$ cat config.mk
export PLATFORM = sky130hd
export DESIGN_NAME = cau_div_step
export DESIGN_NICKNAME = d
export VERILOG_FILES = /design/src/rtl/core/cau_div_step.sv
export SDC_FILE = /design/constraint.sdc
export NUM_CORES = 1
export LEC_CHECK = 0
export ABC_AREA = 1
export BUFFER_PORTS_ARGS = -buffer_cell sky130_fd_sc_hd__buf_4
export CORE_ASPECT_RATIO = 0.7
export CORE_MARGIN = 5
export CORE_UTILIZATION = 30
export DETAILED_ROUTE_END_ITERATION = 8
export GPL_TIMING_DRIVEN = 0
export REMOVE_ABC_BUFFERS = 1
export SLEW_MARGIN = 10
export SYNTH_ARGS = -nofsm -noshare
export SYNTH_HDL_FRONTEND = slang
export SYNTH_SLANG_ARGS = --single-unit
$ cat constraint.sdc
create_clock -name vclk -period 2.5
set_clock_uncertainty 0.05 [all_clocks]
set_input_delay 0.25 -clock vclk [all_inputs]
set_output_delay 0.25 -clock vclk [all_outputs]
set_load 0.01 [all_outputs]
$ cat src/rtl/core/cau_div_step.sv
// ----------------------------------------------------------------------------
// cau_div_step
// One restoring division step: tries to take the divisor, shifted to one
// quotient bit position, out of the partial remainder.
// ----------------------------------------------------------------------------
module cau_div_step #(
  parameter int NW = 41,
  parameter int DW = 32,
  parameter int XW = 50,
  parameter int SH = 0
) (
  input  logic [NW-1:0] rem,
  input  logic [DW-1:0] den,
  output logic [NW-1:0] rem_nxt,
  output logic          qbit
);

  logic [XW-1:0] dsh;
  logic [XW-1:0] rx;
  logic [XW-1:0] diff;

  // Compare and subtract in a width that holds the shifted divisor.
  always_comb begin
    dsh     = XW'(den) << SH;
    rx      = XW'(rem);
    diff    = rx - dsh;
    qbit    = (rx >= dsh);
    rem_nxt = qbit ? diff[NW-1:0] : rem;
  end

endmodule

==> flow_summary.ini, run 1 <==
[pwr]
p_leak_nw = 3.38
peakVddDrop_v = 0.000118
power_density_nw_per_um2 = 241
finalPower_mw = 1.41

[die]
io_pins = 115
initial_core_util_pct = 30.4
dieArea_um2 = 14900
dieHeight_um = 104
core_area_um2 = 12300
core.rowCount = 34
die_w_um = 144

[placed_design]
place_hpwl_um = 12500
port_buffers = 115
dpl_cell_area_um2 = 4750
post-place-ws_ns = -1.32
gp_congestion = 0.955

[global_routing]
grt_util_all_layers_pct = 18.9
grt_max_degree = 38
grt_pass1_wl_um = 23300
antenna_found_initial = 0
overflow = 0
grt_pass1_vias = 4548

[setup_path]
worstSetupPathType = in -> out
crit_arrival_ns = 2.11
worstPathRequired_ns = 2.20
crit_top_cell = nand2_1
crit_chain = buf_4 > inv_1 > ha_4 > or2_2 > nand3_1 > nand3_2 > nand2_1 > nand2_1 > nand2_1 > nand2_1 > nand2_1 > nand3_2 > nand2_1 > buf_4
start_kind = input pin
slowest_stage = or2_2
cp_slowest_stage_delay_ns = 0.29
path_max_fanout = 6
crit_path_end_kind = primary output

[sta]
hold_violations = 0
fin_crit_sh_pct = 96.5
timing.fmax_mhz = 414
whs_ns = 0.747
fin_ws_ns = 0.0872
setup_viol = 0
worstMarginPinSlew_ns = 0.480
slew_headroom_pct = 68.0
slew_violations = 0
fin_crit_ns = 2.41

[finish]
final_area_um2 = 5840
drive_gt1_share_pct = 29.5
syn_to_final_growth_pct = 55.5
regArea_um2 = 0
n_fill_cell = 1347
clock_buffers = 0
seq_cell_count = 0
layout.nets = 1059
num_antenna_cells = 0
multiInputGateArea_um2 = 3770

[routing]
drtIter0Drc = 290
ant_nets = 0
wl_per_cell_um = 14.3
viasPerCell = 4.60
num_vias = 5119
dr.pass1.iters = 5
drt-total-wl_um = 15900
route.detailed.drc = 0

[run]
cap_violations = 0

[worst_hold_path]
hold_class = in -> out
min_to = rem_nxt[6]
hold_depth = 4
hold_path_startpoint = rem[6]

[synth]
synth.avg_cell_area_um2 = 4.61
synthXorXnorAreaFrac_pct = 4.20
synth-adder-area-share_pct = 11.2
ys_warn_count = 0
syn_area_um2 = 3760
synth-compound-area-share_pct = 4.46
ys_seq_area_share_pct = 0
synth_top_family_by_area = simple AND/OR/NAND/NOR gates
yosysUniqueCellTypes = 24
synthCells = 815
yosys.area_share.simple_pct = 59.0
synthMuxAreaShare_pct = 0

[run_status]
outcome = completed
## worst max-delay path by stage
stage / slack, ns / cells past startpoint / end / startpoint
2_1_floorplan: -0.11 / 12 / rem_nxt[34] / den[23]
3_3_place_gp: -1.35 / 13 / rem_nxt[34] / rem[22]
3_5_place_dp: -1.32 / 13 / rem_nxt[34] / rem[22]
4_1_cts: 0.002 / 14 / rem_nxt[22] / rem[30]
5_1_grt: -0.04 / 14 / rem_nxt[38] / den[26]
6_report: 0.09 / 14 / rem_nxt[31] / den[2]
## what timing repair did
item                       CTS  global route
setup endpoints to repair   42            41
buffers inserted             5            20
resized for setup           51           128
pin swaps                    4            35
cloned                       1             2
hold buffers                 0             0
## where the power goes
group	switching, mW	total (mW)	internal, mW	leakage (nW)
Sequential	0	0	0	0
Clock	0	0	0	0
Combinational	0.785	1.41	0.622	3.38
## metrics by stage
stage / utilization, % / std cells / TNS (ns)
after global placement: 38.5 / 1085 / -50.02
final: 47.3 / 1113 / 0
after CTS: 40.7 / 1091 / 0
after global routing: 47.3 / 1113 / -0.186
after detailed placement: 38.5 / 1085 / -48.83
after floorplan: - / 808 / -2.17
## synthesized netlist by cell type (4+ instances only)
library cell    n  area share, %
nand3_1        34            4.5
ha_1           32             11
nor2_2          6            1.0
inv_1         189             19
nand2_2         6            1.0
nand4_1        11            1.8
o21ai_0         5           0.67
a21oi_1        26            3.5
nor3_1         10            1.3
inv_2           4           0.40
nand2_1       379             38
xor2_1         15            3.5
nor2_1         64            6.4
nand3_2        12            3.2
nand3b_1        7            1.4
## cell families (layout without fill, tap and decap cells)
family | after synthesis | in the layout
buffers and inverters | 200 | 335
AND/OR/NAND/NOR | 531 | 532
AO/OA/AOI/OAI | 33 | 33
XOR/XNOR | 18 | 18
adder cells (fa/ha/maj) | 33 | 33
## layout make-up
type / count / area share, %
multi-input combinational: 616 / 64.5
timing repair buffer: 140 / 18.6
inverter: 193 / 13.0
tap: 162 / 3.47
timing repair inverter: 2 / 0.471
## worst max-delay path: cells and delay by family
kind / cells / cell delay, ns
buf+inv: 3 / 0.29
fa+ha+maj: 1 / 0.22
simple gates: 10 / 1.34
## placed cells by master (no fill, tap or decap), types with 2 or more instances in the layout
cell,netlist,layout
nand2_2,6,30
a21oi_1,26,16
nand2_4,0,11
xnor2_1,3,3
nor3_1,10,8
xor2_1,15,15
nor2_4,1,13
o21ai_0,5,3
nor2_2,6,4
a21oi_4,0,2
inv_1,189,183
nand2_8,0,3
a21oi_2,0,8
buf_4,0,134
nand3_2,12,18
nand3_1,34,26
nor2_1,64,54
nand3b_1,7,7
buf_6,3,4
inv_2,4,7
nand2_1,379,342
ha_4,0,30
nand3_4,0,2
nand4_1,11,11
## layer usage
metal	GRT usage (%)	share of wire (%)	up-vias
met5	0	0	-
met3	1.29	6.6	6
met2	27.0	41	169
met4	1.14	0.71	0
li1	-	-	2699
met1	31.6	52	2245
No activity file was read; power rests on OpenSTA's default activity.
==> run 2: changes to the inputs <==
- PLACE_DENSITY_LB_ADDON: default -> 0.25
==> run 2 against run 1 <==
Against the previous run:
- fmax increased by 0.23%
- worst hold slack got worse by 0.0036 ns
- sequential cell count unchanged
- cell count decreased by 1.3%
- via count decreased by 2.2%
- die area unchanged
- critical endpoint is now rem_nxt[20]
==> flow_summary.ini, run 2 (synthesis gave the netlist of run 1 again) <==
[run_status]
outcome = completed

[routing]
viasPerCell = 4.56
drt-total-wl_um = 14700
route.detailed.drc = 0
dr.pass1.iters = 5
ant_nets = 0
num_vias = 5007
wl_per_cell_um = 13.4
drtIter0Drc = 347

[pwr]
switching_share_pct = 56.4
pwr-share-clk_pct = 0
peakVddDrop_v = 0.000125
power_density_nw_per_um2 = 240
p_switching_mw = 0.740
finalPower_mw = 1.31
seq_power_share_pct = 0
pwr-share-comb_pct = 100.0
p_leak_nw = 3.23
p_int_mw = 0.572

[setup_path]
cp_top_family = simple AND/OR/NAND/NOR gates
worstPathRequired_ns = 2.20
crit_chain = buf_4 > inv_1 > ha_2 > fa_2 > inv_2 > nand3_1 > nand3_2 > nand2_1 > nand2_2 > nand2_1 > nand2_2 > nand2_1 > nand2_1 > nand2_1 > nand3_1 > nand2_1 > buf_4
crit_path_end_kind = primary output
slowest_stage = fa_2
cp_slowest_stage_delay_ns = 0.38
crit_top_cell = nand2_1
path_max_fanout = 4
cp_num_buf_inv = 4
start_kind = input pin
crit_arrival_ns = 2.11
worstSetupPathType = in -> out

[worst_hold_path]
hold_class = in -> out
hold_depth = 4
min_to = rem_nxt[27]
hold_path_startpoint = rem[27]

[placed_design]
gp_congestion = 0.935
dpl_cell_area_um2 = 4750
dp.cells = 1085
port_buffers = 115
place_hpwl_um = 12000

[sta]
timing.fmax_mhz = 415
fin_crit_ns = 2.41
fin_crit_sh_pct = 96.3
whs_ns = 0.743
worstMarginPinSlew_ns = 0.392
slew_violations = 0
setup-tns-final_ns = 0
hold_violations = 0
slew_headroom_pct = 73.9
setup_viol = 0

[finish]
layout.nets = 1045
clock_buffers = 0
stdcell_count = 1099
regArea_um2 = 0
n_fill_cell = 1423
drive_gt1_share_pct = 26.9
final_common_cell = nand2_1
num_antenna_cells = 0
multiInputGateArea_um2 = 3530
final_cell_mix = nand2_1, inv_1, buf_4, nor2_1, nand2_2
final_area_um2 = 5460
seq_cell_count = 0
syn_to_final_growth_pct = 45.4

[global_routing]
grt_pass1_vias = 4508
overflow = 0
antenna_found_initial = 0
grt_util_all_layers_pct = 18.5
grt_max_degree = 38
grt_pass1_wl_um = 22900

[die]
initial_core_util_pct = 30.4
core_area_um2 = 12300
core.rowCount = 34
dieHeight_um = 104
io_pins = 115
die_w_um = 144
dieArea_um2 = 14900

[clocking]
cts_hold_buf = 0

[run]
cap_violations = 0
-- run 2: final cells by class --
class,count,share of cell area [%]
multi-input combinational,616,64.6
timing repair buffer,128,18.0
inverter,193,13.6
tap,162,3.71
-- run 2: how the worst max path moves through the flow --
| stage | from | end | depth (start not counted) |
|---|---|---|---|
| finish | rem[0] | rem_nxt[20] | 17 |
| global route | den[26] | rem_nxt[35] | 14 |
| CTS | rem[22] | rem_nxt[32] | 15 |
| detailed placement | rem[31] | rem_nxt[38] | 11 |
| global placement | rem[31] | rem_nxt[38] | 11 |
| floorplan | den[23] | rem_nxt[34] | 12 |
-- run 2: power groups by stage --
stage,Combinational (mW),Sequential (mW),Clock (mW)
after floorplan,0.686,0,0
after global placement,1.14,0,0
after detailed placement,1.14,0,0
after CTS,1.17,0,0
after global routing,1.46,0,0
final,1.31,0,0
-- run 2: per-stage QoR --
step	utilization, %	setup slack [ns]
final	44.3	0.0929
after global routing	44.3	-0.0359
after CTS	39.6	0.0104
after detailed placement	38.5	-1.12
after global placement	38.5	-1.16
after floorplan	-	-0.107
-- run 2: what timing repair did --
| item | 4_1_cts | 5_1_grt |
|---|---|---|
| setup endpoints to repair | 42 | 41 |
| pin swaps | 1 | 12 |
| gates cloned | 1 | 0 |
| buffers inserted | 3 | 10 |
| resized for setup | 28 | 104 |
-- run 2: metal layers --
layer | up-vias | global-route usage, % | routed length (um)
li1 | 2657 | - | -
met1 | 2164 | 31.4 | 7710
met2 | 178 | 25.4 | 5580
met3 | 8 | 1.80 | 1280
met4 | 0 | 1.08 | 111
met5 | - | 0 | 0
